==> config.mk <==
export PLATFORM = sky130hd
export DESIGN_NAME = mips_subset_instruction_decoder
export DESIGN_NICKNAME = d
export VERILOG_FILES = /design/src/rtl/msid_pkg.sv /design/src/rtl/msid_front.sv /design/src/rtl/msid_queue.sv /design/src/rtl/msid_back.sv /design/src/rtl/mips_subset_instruction_decoder.sv
export SDC_FILE = /design/constraint.sdc
export NUM_CORES = 1
export LEC_CHECK = 0
export ABC_AREA = 1
export BUFFER_PORTS_ARGS = -buffer_cell sky130_fd_sc_hd__buf_2
export CORE_MARGIN = 4
export CORE_UTILIZATION = 59
export CTS_CLUSTER_DIAMETER = 30
export DETAILED_ROUTE_END_ITERATION = 12
export MAX_ROUTING_LAYER = met4
export PLACE_DENSITY = 0.8
export SYNTH_ARGS = -nofsm -noshare
export SYNTH_HDL_FRONTEND = slang
export SYNTH_HIERARCHICAL = 1
export SYNTH_SLANG_ARGS = --single-unit
==> constraint.sdc <==
create_clock -name clock -period 13.6 [get_ports clock]
set_input_delay 1.36 -clock clock [delete_from_list [all_inputs] [get_ports clock]]
set_output_delay 1.36 -clock clock [all_outputs]
set_load 0.005 [all_outputs]
==> src/rtl/msid_pkg.sv <==
// Package with the shared types and codes of the MIPS subset instruction decoder.
package msid_pkg;

   // Depth of the queue between the classifying front and the decoding back.
   localparam int QUEUE_DEPTH_DEFAULT = 4;

   // Instruction field codes.
   localparam logic [5:0] OP_SPECIAL = 6'b000000;
   localparam logic [5:0] OP_REGIMM  = 6'b000001;
   localparam logic [5:0] OP_J       = 6'b000010;
   localparam logic [5:0] OP_BEQ     = 6'b000100;
   localparam logic [5:0] OP_BNE     = 6'b000101;
   localparam logic [5:0] OP_BLEZ    = 6'b000110;
   localparam logic [5:0] OP_BGTZ    = 6'b000111;
   localparam logic [5:0] OP_ADDI    = 6'b001000;
   localparam logic [5:0] OP_ADDIU   = 6'b001001;
   localparam logic [5:0] OP_SLTI    = 6'b001010;
   localparam logic [5:0] OP_LW      = 6'b100011;
   localparam logic [5:0] OP_SW      = 6'b101011;

   localparam logic [4:0] RT_BLTZ = 5'b00000;
   localparam logic [4:0] RT_BGEZ = 5'b00001;

   localparam logic [5:0] FN_SLL   = 6'b000000;
   localparam logic [5:0] FN_SRL   = 6'b000010;
   localparam logic [5:0] FN_SRA   = 6'b000011;
   localparam logic [5:0] FN_BREAK = 6'b001101;
   localparam logic [5:0] FN_ADD   = 6'b100000;
   localparam logic [5:0] FN_ADDU  = 6'b100001;
   localparam logic [5:0] FN_SUB   = 6'b100010;
   localparam logic [5:0] FN_SUBU  = 6'b100011;
   localparam logic [5:0] FN_AND   = 6'b100100;
   localparam logic [5:0] FN_OR    = 6'b100101;
   localparam logic [5:0] FN_XOR   = 6'b100110;
   localparam logic [5:0] FN_NOR   = 6'b100111;
   localparam logic [5:0] FN_SLT   = 6'b101010;
   localparam logic [5:0] FN_SLTU  = 6'b101011;

   // Upper address bits kept by a jump.
   localparam logic [31:0] JUMP_REGION_MASK = 32'hf000_0000;

   // Result kind codes.
   typedef enum logic [4:0] {
      KIND_DATA    = 5'd0,
      KIND_SW      = 5'd1,
      KIND_LW      = 5'd2,
      KIND_J       = 5'd3,
      KIND_BEQ     = 5'd4,
      KIND_BNE     = 5'd5,
      KIND_BGEZ    = 5'd6,
      KIND_BGTZ    = 5'd7,
      KIND_BLEZ    = 5'd8,
      KIND_BLTZ    = 5'd9,
      KIND_ADDI    = 5'd10,
      KIND_ADDIU   = 5'd11,
      KIND_SLTI    = 5'd12,
      KIND_BREAK   = 5'd13,
      KIND_SLL     = 5'd14,
      KIND_SRL     = 5'd15,
      KIND_SRA     = 5'd16,
      KIND_SLT     = 5'd17,
      KIND_SLTU    = 5'd18,
      KIND_SUB     = 5'd19,
      KIND_SUBU    = 5'd20,
      KIND_ADD     = 5'd21,
      KIND_ADDU    = 5'd22,
      KIND_AND     = 5'd23,
      KIND_OR      = 5'd24,
      KIND_XOR     = 5'd25,
      KIND_NOR     = 5'd26,
      KIND_NOP     = 5'd27,
      KIND_UNKNOWN = 5'd28
   } kind_type;

   // A classified word as it travels from the front to the back.
   typedef struct packed {
      logic [31:0] word_address;
      logic [31:0] word;
      kind_type    kind;
   } front_item_type;

   // A fully decoded result word.
   typedef struct packed {
      logic               dest_used;
      logic               source_b_used;
      logic               source_a_used;
      logic [4:0]         dest_reg;
      logic [4:0]         source_reg_b;
      logic [4:0]         source_reg_a;
      logic [31:0]        target_address;
      logic signed [17:0] operand_third;
      logic signed [17:0] operand_second;
      logic signed [31:0] operand_first;
      kind_type           kind;
      logic [31:0]        word_address;
   } result_type;

   localparam int RESULT_BITS = $bits(result_type);
   localparam int RSP_DATA_BITS = ((RESULT_BITS + 7) / 8) * 8;

   // Register addresses of the configuration port.
   localparam logic [2:0] CSR_ADDR_BITS_START = 3'd0;

endpackage

==> src/rtl/msid_front.sv <==
// Front part: keeps the word address and data mode and classifies each word.
module msid_front
   import msid_pkg::*;
(
   input  logic           clock,
   input  logic           reset,
   input  logic           restart,
   input  logic [31:0]    restart_address,
   input  logic           accept,
   input  logic [31:0]    word,
   output front_item_type item
);

   logic [31:0] next_address_ff, next_address_in;
   logic        data_mode_ff, data_mode_in;
   kind_type    kind;
   logic [5:0]  op;
   logic [5:0]  fn;
   logic [4:0]  rs;
   logic [4:0]  rt;
   logic [4:0]  sa;

   assign op = word[31:26];
   assign rs = word[25:21];
   assign rt = word[20:16];
   assign sa = word[10:6];
   assign fn = word[5:0];

   // Classify the word into its kind.
   always_comb begin
      kind = KIND_UNKNOWN;
      if (data_mode_ff) begin
         kind = KIND_DATA;
      end else if (word == 32'd0) begin
         kind = KIND_NOP;
      end else begin
         case (op)
            OP_SW:    kind = KIND_SW;
            OP_LW:    kind = KIND_LW;
            OP_J:     kind = KIND_J;
            OP_BEQ:   kind = KIND_BEQ;
            OP_BNE:   kind = KIND_BNE;
            OP_BGTZ:  kind = KIND_BGTZ;
            OP_BLEZ:  kind = KIND_BLEZ;
            OP_ADDI:  kind = KIND_ADDI;
            OP_ADDIU: kind = KIND_ADDIU;
            OP_SLTI:  kind = KIND_SLTI;
            OP_REGIMM: begin
               if (rt == RT_BGEZ) begin
                  kind = KIND_BGEZ;
               end else if (rt == RT_BLTZ) begin
                  kind = KIND_BLTZ;
               end
            end
            OP_SPECIAL: begin
               if (fn == FN_BREAK) begin
                  kind = KIND_BREAK;
               end else if (sa == 5'd0 && fn == FN_SLT) begin
                  kind = KIND_SLT;
               end else if (sa == 5'd0 && fn == FN_SLTU) begin
                  kind = KIND_SLTU;
               end else if (rs == 5'd0 && fn == FN_SLL) begin
                  kind = KIND_SLL;
               end else if (rs == 5'd0 && fn == FN_SRL) begin
                  kind = KIND_SRL;
               end else if (rs == 5'd0 && fn == FN_SRA) begin
                  kind = KIND_SRA;
               end else begin
                  case (fn)
                     FN_SUB:  kind = KIND_SUB;
                     FN_SUBU: kind = KIND_SUBU;
                     FN_ADD:  kind = KIND_ADD;
                     FN_ADDU: kind = KIND_ADDU;
                     FN_AND:  kind = KIND_AND;
                     FN_OR:   kind = KIND_OR;
                     FN_XOR:  kind = KIND_XOR;
                     FN_NOR:  kind = KIND_NOR;
                     default: kind = KIND_UNKNOWN;
                  endcase
               end
            end
            default: kind = KIND_UNKNOWN;
         endcase
      end
   end

   assign item.word_address = next_address_ff;
   assign item.word         = word;
   assign item.kind         = kind;

   // Address counter and data mode; a restart reloads both.
   always_comb begin
      next_address_in = next_address_ff;
      data_mode_in    = data_mode_ff;
      if (restart) begin
         next_address_in = restart_address;
         data_mode_in    = 1'b0;
      end else if (accept) begin
         next_address_in = next_address_ff + 32'd4;
         if (kind == KIND_BREAK) begin
            data_mode_in = 1'b1;
         end
      end
   end

   always_ff @(posedge clock) begin
      if (reset) begin
         next_address_ff <= 32'd0;
         data_mode_ff    <= 1'b0;
      end else begin
         next_address_ff <= next_address_in;
         data_mode_ff    <= data_mode_in;
      end
   end

endmodule

==> src/rtl/msid_queue.sv <==
// Short queue of classified words between the front and the back.
module msid_queue
   import msid_pkg::*;
#(
   parameter int Depth = QUEUE_DEPTH_DEFAULT
)
(
   input  logic           clock,
   input  logic           reset,
   input  logic           push,
   input  front_item_type push_item,
   input  logic           pop,
   output logic           full,
   output logic           empty,
   output front_item_type head_item
);

   localparam int PtrBits   = (Depth > 1) ? $clog2(Depth) : 1;
   localparam int CountBits = $clog2(Depth + 1);

   front_item_type       entry_ff [Depth];
   logic [PtrBits-1:0]   wr_ptr_ff, wr_ptr_in;
   logic [PtrBits-1:0]   rd_ptr_ff, rd_ptr_in;
   logic [CountBits-1:0] count_ff, count_in;

   assign full      = (count_ff == CountBits'(Depth));
   assign empty     = (count_ff == '0);
   assign head_item = entry_ff[rd_ptr_ff];

   // Pointer and fill count update.
   always_comb begin
      wr_ptr_in = wr_ptr_ff;
      rd_ptr_in = rd_ptr_ff;
      count_in  = count_ff;
      if (push) begin
         wr_ptr_in = (wr_ptr_ff == PtrBits'(Depth - 1)) ? '0 : wr_ptr_ff + 1'b1;
      end
      if (pop) begin
         rd_ptr_in = (rd_ptr_ff == PtrBits'(Depth - 1)) ? '0 : rd_ptr_ff + 1'b1;
      end
      if (push && !pop) begin
         count_in = count_ff + 1'b1;
      end else if (pop && !push) begin
         count_in = count_ff - 1'b1;
      end
   end

   always_ff @(posedge clock) begin
      if (reset) begin
         wr_ptr_ff <= '0;
         rd_ptr_ff <= '0;
         count_ff  <= '0;
      end else begin
         wr_ptr_ff <= wr_ptr_in;
         rd_ptr_ff <= rd_ptr_in;
         count_ff  <= count_in;
      end
   end

   // Entry storage.
   always_ff @(posedge clock) begin
      if (push) begin
         entry_ff[wr_ptr_ff] <= push_item;
      end
   end

endmodule

==> src/rtl/msid_back.sv <==
// Back part: builds operands, targets and register usage into the result register.
module msid_back
   import msid_pkg::*;
(
   input  logic           clock,
   input  logic           reset,
   input  logic           head_valid,
   input  front_item_type head_item,
   output logic           pop,
   output logic           out_valid,
   input  logic           out_ready,
   output result_type     out_result
);

   result_type  result_ff, result_in;
   logic        valid_ff, valid_in;
   logic [31:0] word;
   logic [31:0] addr_plus4;
   logic [4:0]  rs;
   logic [4:0]  rt;
   logic [4:0]  rd;
   logic [4:0]  sa;
   logic signed [17:0] imm18;
   logic signed [17:0] boff18;
   logic [31:0] branch_target;
   logic [31:0] jump_target;

   assign word       = head_item.word;
   assign rs         = word[25:21];
   assign rt         = word[20:16];
   assign rd         = word[15:11];
   assign sa         = word[10:6];
   assign imm18      = {{2{word[15]}}, word[15:0]};
   assign boff18     = {word[15:0], 2'b00};
   assign addr_plus4 = head_item.word_address + 32'd4;
   assign branch_target = addr_plus4 + {{14{word[15]}}, word[15:0], 2'b00};
   assign jump_target   = (addr_plus4 & JUMP_REGION_MASK) | {4'd0, word[25:0], 2'b00};

   // Take the next word whenever the result register is free or being drained.
   assign pop = head_valid && (!valid_ff || out_ready);

   // Operand and register selection by kind.
   always_comb begin
      result_in              = '0;
      result_in.word_address = head_item.word_address;
      result_in.kind         = head_item.kind;
      case (head_item.kind)
         KIND_DATA: begin
            result_in.operand_first = word;
         end
         KIND_SW, KIND_LW: begin
            result_in.operand_first  = {27'd0, rt};
            result_in.operand_second = imm18;
            result_in.operand_third  = {13'd0, rs};
            result_in.source_a_used  = 1'b1;
            if (head_item.kind == KIND_SW) begin
               result_in.source_reg_a  = rt;
               result_in.source_reg_b  = rs;
               result_in.source_b_used = 1'b1;
            end else begin
               result_in.source_reg_a = rs;
               result_in.dest_reg     = rt;
               result_in.dest_used    = 1'b1;
            end
         end
         KIND_J: begin
            result_in.operand_first  = jump_target;
            result_in.target_address = jump_target;
         end
         KIND_BEQ, KIND_BNE: begin
            result_in.operand_first  = {27'd0, rs};
            result_in.operand_second = {13'd0, rt};
            result_in.operand_third  = boff18;
            result_in.target_address = branch_target;
            result_in.source_reg_a   = rs;
            result_in.source_reg_b   = rt;
            result_in.source_a_used  = 1'b1;
            result_in.source_b_used  = 1'b1;
         end
         KIND_BGEZ, KIND_BGTZ, KIND_BLEZ, KIND_BLTZ: begin
            result_in.operand_first  = {27'd0, rs};
            result_in.operand_second = boff18;
            result_in.target_address = branch_target;
            result_in.source_reg_a   = rs;
            result_in.source_a_used  = 1'b1;
         end
         KIND_ADDI, KIND_ADDIU, KIND_SLTI: begin
            result_in.operand_first  = {27'd0, rt};
            result_in.operand_second = {13'd0, rs};
            result_in.operand_third  = imm18;
            result_in.source_reg_a   = rs;
            result_in.source_a_used  = 1'b1;
            result_in.dest_reg       = rt;
            result_in.dest_used      = 1'b1;
         end
         KIND_SLL, KIND_SRL, KIND_SRA: begin
            result_in.operand_first  = {27'd0, rd};
            result_in.operand_second = {13'd0, rt};
            result_in.operand_third  = {13'd0, sa};
            result_in.source_reg_a   = rt;
            result_in.source_a_used  = 1'b1;
            result_in.dest_reg       = rd;
            result_in.dest_used      = 1'b1;
         end
         KIND_SLT, KIND_SLTU, KIND_SUB, KIND_SUBU, KIND_ADD, KIND_ADDU,
         KIND_AND, KIND_OR, KIND_XOR, KIND_NOR: begin
            result_in.operand_first  = {27'd0, rd};
            result_in.operand_second = {13'd0, rs};
            result_in.operand_third  = {13'd0, rt};
            result_in.source_reg_a   = rs;
            result_in.source_reg_b   = rt;
            result_in.source_a_used  = 1'b1;
            result_in.source_b_used  = 1'b1;
            result_in.dest_reg       = rd;
            result_in.dest_used      = 1'b1;
         end
         default: begin
            // Break, no-op and unrecognized words carry only address and kind.
         end
      endcase
   end

   // Result valid flag.
   always_comb begin
      valid_in = valid_ff;
      if (pop) begin
         valid_in = 1'b1;
      end else if (out_ready) begin
         valid_in = 1'b0;
      end
   end

   always_ff @(posedge clock) begin
      if (reset) begin
         valid_ff <= 1'b0;
      end else begin
         valid_ff <= valid_in;
      end
   end

   always_ff @(posedge clock) begin
      if (pop) begin
         result_ff <= result_in;
      end
   end

   assign out_valid  = valid_ff;
   assign out_result = result_ff;

endmodule

==> src/rtl/mips_subset_instruction_decoder.sv <==
// Top level of the MIPS subset instruction decoder: ports, register port and wiring.
//
// Usage: 32-bit words enter on the req_ stream, one per handshake, and each word
// gives exactly one decoded result word on the rsp_ stream, in order. The result
// carries the word's address, its kind code, three operand fields, the branch or
// jump target and the registers read and written with their valid bits.
// The front counts word addresses from program_start_address and classifies each
// word; after a BREAK every later word passes as data. A short queue parts it
// from the back, which forms operands and targets into the result register.
// A result is registered first in a queue entry and then in the result register
// before it is valid on the rsp_ stream.
// Throughput: one word per cycle while rsp_tready stays high (single result register).
// When the receiver stalls, the result register holds and the queue fills; req_
// tready drops only when the queue is full, and nothing is lost.
// Reset clears the queue, the result flag, the start address to 0 and the mode
// to instruction. Writing program_start_address on the csr_ port (only while
// idle) restarts the address count there and returns to instruction mode.
module mips_subset_instruction_decoder
   import msid_pkg::*;
#(
   parameter int QueueDepth = QUEUE_DEPTH_DEFAULT
)
(
   input  logic                     clock,
   input  logic                     reset,
   // Input stream
   input  logic                     req_tvalid,
   output logic                     req_tready,
   input  logic [31:0]              req_tdata,   // instruction_word
   // Result stream
   output logic                     rsp_tvalid,
   input  logic                     rsp_tready,
   // word_address[31:0], kind[36:32], operand_first[68:37], operand_second[86:69],
   // operand_third[104:87], target_address[136:105], source_reg_a[141:137],
   // source_reg_b[146:142], dest_reg[151:147], source_a_used[152],
   // source_b_used[153], dest_used[154], zero fill above
   output logic [RSP_DATA_BITS-1:0] rsp_tdata,
   // Configuration port
   input  logic                     csr_psel,
   input  logic                     csr_penable,
   input  logic                     csr_pwrite,
   input  logic [2:0]               csr_paddr,
   input  logic [31:0]              csr_pwdata,
   output logic [31:0]              csr_prdata,
   output logic                     csr_pready
);

   logic           start_write;
   logic [31:0]    start_address_ff;
   logic           accept;
   logic           queue_full;
   logic           queue_empty;
   logic           pop;
   front_item_type front_item;
   front_item_type head_item;
   result_type     result;

   // Register port: one register, always ready.
   assign csr_pready  = 1'b1;
   assign start_write = csr_psel && csr_penable && csr_pwrite && csr_pready
                        && (csr_paddr[2] == CSR_ADDR_BITS_START[2]);
   assign csr_prdata  = (csr_paddr[2] == CSR_ADDR_BITS_START[2]) ? start_address_ff : 32'd0;

   always_ff @(posedge clock) begin
      if (reset) begin
         start_address_ff <= 32'd0;
      end else if (start_write) begin
         start_address_ff <= csr_pwdata;
      end
   end

   assign req_tready = !queue_full;
   assign accept     = req_tvalid && req_tready;

   msid_front u_front (
      .clock           (clock),
      .reset           (reset),
      .restart         (start_write),
      .restart_address (csr_pwdata),
      .accept          (accept),
      .word            (req_tdata),
      .item            (front_item)
   );

   msid_queue #(
      .Depth (QueueDepth)
   ) u_queue (
      .clock     (clock),
      .reset     (reset),
      .push      (accept),
      .push_item (front_item),
      .pop       (pop),
      .full      (queue_full),
      .empty     (queue_empty),
      .head_item (head_item)
   );

   msid_back u_back (
      .clock      (clock),
      .reset      (reset),
      .head_valid (!queue_empty),
      .head_item  (head_item),
      .pop        (pop),
      .out_valid  (rsp_tvalid),
      .out_ready  (rsp_tready),
      .out_result (result)
   );

   assign rsp_tdata = {{(RSP_DATA_BITS - RESULT_BITS){1'b0}}, result};

endmodule
== Word level (Yosys, flattened, before mapping) ==
Memories as Yosys holds them, arrays and structs flattened. A register that Yosys moved wholly into a read port is not among the register bits.
Index checks and enable logic that the tools add are counted.
Word-level totals
  bits in registers: 228
  memory bits (writable): 276
  output and inout bits: 195
  word-level logic and storage cells: 169
  memories: 1
Cells by class
  add/sub/neg operators: 7
  eq/ne operators: 54
  muxes and demuxes: 40
  bitwise gates (word level): 2
  reductions and logical operators: 46
Memory list
  u_queue.entry_ff: words 4, width 69, read ports 1, clocked after Yosys merged registers in 1, write ports 1, RTL line msid_queue.sv:21  | front_item_type entry_ff [Depth];
Operators with widths (number)
  case mux 32 bit (5 select lines): 1
  two-way mux 32 bit: 3
  case mux 18 bit (5 select lines): 1
  equality test 6 bit, second input constant: 12
  case mux 18 bit (4 select lines): 1
  two-way mux 5 bit: 13
  adder 32 x 3 -> 32 bit, second input constant: 2
  case mux 32 bit (2 select lines): 1
  case mux 5 bit (12 select lines): 1
  equality test 5 bit, second input constant: 11
  equality test 5 x 4 -> 1 bit, second input constant: 8
  adder 32 bit: 1
  logical NOT 32 bit: 1
  bitwise OR 32 x 28 -> 32 bit: 1
  case mux 4 bit (8 select lines): 1
  case mux 5 bit (3 select lines): 2
  OR reduction 13 bit: 2
  equality test 6 x 3 -> 1 bit, second input constant: 4
  equality test 6 x 4 -> 1 bit, second input constant: 4
  OR reduction 24 bit: 1
  equality test 5 x 3 -> 1 bit, second input constant: 4
  logical NOT 5 bit: 4
  OR reduction 19 bit: 1
  equality test 6 x 2 -> 1 bit, second input constant: 3
  other kinds (29): 66

== Longest topological paths before layout ==
  word-level depth: 13
  depth in mapped cells: 29
  gate-level depth less buffers: 26

== Modules after synthesis ==
The synthesis kept the hierarchy.
By module, submodules not included
  msid_queue: instances 1, cells each 726, area each 10695.3 um2
  msid_back: instances 1, cells each 1024, area each 9127.5 um2
  msid_front: instances 1, cells each 470, area each 2839.0 um2
  mips_subset_instruction_decoder: instances 1, cells each 292, area each 1801.7 um2

== Worst setup path after synthesis ==
OpenSTA, ideal clock, no wires.
  kind: input -> register
  from: input rsp_tready
  to: register u_queue.count_ff[1]
  library setup time: 0.116 ns
  arrival time: 11.015 ns
  data required time: 13.484 ns
  path slack: 2.470 ns
  stages on the path: 8
  buffers on the path: 0
  cells stage by stage: inv_1 > a21oi_1 > inv_1 > ha_1 > inv_1 > fa_1 > o21ai_0 > nor2_1
On the way
  cells in the longest elaborated chain, start to end: 5
  elaborated cells between the ends (all ways): 7
  classes of those cells: 1 x mux; 6 x reduce/logical
Ends and longest elaborated chain
  start: declaration: RTL line mips_subset_instruction_decoder.sv:32  | input logic rsp_tready,
  logical OR 1 bit: RTL line msid_back.sv:40  | assign pop = head_valid && (!valid_ff || out_ready);
  logical AND 1 bit: RTL line msid_back.sv:40
  via pop: RTL line mips_subset_instruction_decoder.sv:53  | logic pop;
  logical NOT 1 bit: RTL line msid_queue.sv:41  | if (push && !pop) begin
  logical AND 1 bit: RTL line msid_queue.sv:41
  two-way mux 3 bit: RTL line msid_queue.sv:41
  via u_queue.count_in[1]: RTL line msid_queue.sv:24  | logic [CountBits-1:0] count_ff, count_in;
  end signal: assignment: RTL line msid_queue.sv:56  | count_ff <= count_in;
  end: declaration: RTL line msid_queue.sv:24
The timed path passes the listed nets, and every way through them passes these cells.
A chain may end at the register's enable or synchronous reset.

==> flow_summary.yaml <==
worst_setup_path:
  critPathRequiredTime_ns: 13.95
  critPathKind: "reg2reg"
  endpoint_kind: "flop"
  worstPathMaxFanout: 76
  startpoint_type: "flop"
  r2r_cells: 21
  rrSetupSlack_ns: 7.98
  arrival_ns: 5.97
  critPathCapture: "u_back/out_result[134]"
  timing.rr.end: "u_back/out_result[134]"
drt:
  dr.first_iter.drc_count: 2005
  dr.pass1.iters: 6
  drt_wl_total_um: 67800
  wl_per_cell_um: 20.1
  vias_per_cell: 5.83
  ant_nets: 0
  num_vias: 19600
  drc: 0
cells_and_area:
  fill_cells: 2830
  final_cell_count_no_fill: 3367
  layout-drive-gt1-share: 0.182
  syn_to_final_growth_pct: 17.6
  seq_area_um2: 14400
  multiInputGateArea_um2: 8170
  final_net_count: 2881
logic_synthesis:
  syn-cell-area_um2: 24500
  ys_seq_area_frac: 0.590
  synth_warnings: 6
  syn_avg_cell_area_um2: 9.74
  synth-seq-cells: 506
  syn_inst: 2512
  synth_cell_types: 54
power_and_ir_drop:
  p_sw_frac: 0.428
  p_sw_mw: 3.53
  power_frac_comb: 0.443
  ir_drop_v: 0.000231
  seqPwrFrac: 0.291
  p_leak_nw: 11.8
  clockPowerShare: 0.266
  internal_power_mw: 4.71
  power_density_nw_per_um2: 286
sta:
  hold_slack_ns: 0.482
  finalSetupViolCount: 0
  finalCritPeriodShare: 0.413
  timing.final.crit_period_ns: 5.62
  fmax_mhz: 178
  tightest_slew_ns: 1.23
  skew_ns: 0.0371
  timing.slew.headroom: 0.181
  slew_violations: 0
  tns_ns: 0
  hold_violations: 0
  rsz0062_at_grt: "no"
clock_tree:
  root_buffer: "clkbuf_16"
  cts_setup_buffers: 0
  insertion_delay_ns: 0.63
  clk_pin_slew_worst_paths_ns: 0.05
  tritoncts: "done"
  cts.sinks: 506
  hold_buffers: 0
  numCtsBuffers: 87
  ctsResizeCount: 0
  ctsLongestPathBuffers: 3
  h-tree-depth: 3
place:
  io_buffers: 260
  gp_congestion: 0.928
  place_inst: 3203
  hpwlAfterDp_um: 44700
global_route:
  grt_pass1_wl_um: 104000
  grt_overflow_total: 0
  grt_max_degree: 77
  antenna_found_initial: 2
  grt.total_usage: 0.303
  grt_pass1_vias: 19200
floorplanning:
  die_width_um: 212
  die_area_um2: 44800
  die_h_um: 212
  num_rows: 74
  io_pins: 269
  start_util: 0.598
  fp.coreArea_um2: 40900
run_status:
  status: "completed"
min_path:
  hold_path.class: "reg2reg"
flow_run:
  cap_violations: 0
==> synthesized netlist by cell type (all sizes together) <==
master,number,area [um2]
nand2,449,1740
edfxtp,431,12900
nor2,413,1730
inv,283,1070
o21ai,206,1040
nand3,133,703
o22ai,119,744
buf,87,682
dfxtp,75,1500
a21oi,67,339
ha,45,563
clkbuf,35,135
nand4,28,181
xor2,28,245
nor3,24,131
xnor2,19,166
a22oi,18,140
a31oi,14,87.6
o21bai,6,45.0
nor4,5,46.3
o221ai,5,43.8
and2,4,27.5
nand3b,4,30.0
a21o,2,15.0
and3,2,12.5
conb,2,7.51
fa,2,40.0
o2111ai,2,17.5
o211ai,1,12.5
o31ai,1,7.51
o32ai,1,16.3
or2,1,6.26
==> per-stage QoR <==
step	setup WS [ns]	utilization	area, um2	power, mW
6_report	7.98	0.703	28800	8.23
2_1_floorplan	2.47	-	24500	4.84
3_3_place_gp	8.28	0.630	25800	5.87
3_5_place_dp	8.20	0.630	25800	5.96
5_1_grt	7.56	0.703	28800	8.71
4_1_cts	8.12	0.703	28800	8.18
==> cells by family after synthesis <==
logic type	count (synthesis)	synth area share
buf+inv	405	0.0770
flops	506	0.590
compound gates	442	0.103
simple gates	1063	0.188
fa+ha+maj	47	0.0247
xor+xnor	47	0.0168
other cells	2	0.000307
==> metal layers <==
metal	track usage	share of wire	up-vias
met5	-	0	-
met4	0.128	0.042	0
met3	0.0547	0.088	179
met2	0.485	0.48	1079
met1	0.385	0.39	9292
li1	-	-	9083
==> power groups by stage <==
stage | Sequential, mW | Clock, mW | Combinational, mW
after floorplan | 2.46 | 0 | 2.38
after global placement | 2.40 | 0 | 3.48
after detailed placement | 2.41 | 0 | 3.54
after CTS | 2.39 | 2.21 | 3.58
after global routing | 2.42 | 2.29 | 4.00
final | 2.39 | 2.19 | 3.65
==> registers in the layout, indices dropped and copies added (netlist names), named ones only <==
register                 count
u_back/out_result          155
u_queue/count_ff             3
u_back/out_valid             1
u_front/next_address_ff     32
u_queue/rd_ptr_ff            2
start_address_ff            32
u_queue/entry_ff           276
u_queue/wr_ptr_ff            2
u_front/data_mode_ff         1
==> worst max-delay path: stages, from the launching register on <==
cell	delay (ns)
dfxtp_4	0.76
buf_4	0.74
o21ai_0	0.24
o22ai_1	0.54
ha_1	0.41
nand2_1	0.09
inv_1	0.15
nand2_1	0.10
nor2_1	0.25
nand4_1	0.22
nor3_1	0.24
xor2_1	0.13
ha_1	0.42
nand2_1	0.12
nor2_1	0.22
nand2_1	0.14
nor3_1	0.15
nand2_1	0.13
nand2_1	0.09
nand2_1	0.05
nand3_1	0.08
nand2_1	0.06
==> area by class of cell <==
cell class / count / share of cell area
inverters: 283 / 0.0371
multi-input cells: 1605 / 0.284
well taps: 532 / 0.0231
flip-flops and latches: 506 / 0.502
repair buffers: 277 / 0.0497
clock buffers: 94 / 0.0766
diodes: 2 / 0.000174
clock inverters: 68 / 0.0269
==> cells in the final DEF, fill, tap and decap left out, types with 3 or more instances in the layout <==
master and count:
clkbuf_16 87, dfxtp_1 73, clkbuf_1 7, nor3_1 23
buf_2 260, inv_1 261, buf_4 17, nand3b_1 4
a21oi_1 65, o21bai_1 6, nand4_1 27, nor4_1 4
a31oi_1 14, xnor2_1 19, o221ai_1 5, inv_6 9
clkinvlp_4 7, nand3_2 5, bufinv_16 11, o21ai_1 57
nor2_2 33, and2_1 3, o21ai_0 148, edfxtp_1 431
o22ai_1 118, a22oi_1 17, conb_1 6, xor2_1 28
clkinv_4 8, inv_2 20, clkinv_2 12, nand2_1 436
inv_16 4, nor2_4 8, nand2_4 4, nand3_1 127
clkinv_1 15, nand2_2 9, ha_1 45, nor2_1 370
==> worst min-delay path by stage <==
stage	start	to	slack, ns	cells after the start
after global routing	start_address_ff[24]	start_address_ff[24]	0.51	2
after global placement	start_address_ff[3]	start_address_ff[3]	0.47	2
after floorplan	start_address_ff[0]	start_address_ff[0]	0.45	2
final	start_address_ff[9]	start_address_ff[9]	0.48	2
after detailed placement	start_address_ff[13]	start_address_ff[13]	0.48	2
after CTS	start_address_ff[9]	start_address_ff[9]	0.48	2
Note: power is estimated with default switching activity, not from simulation.
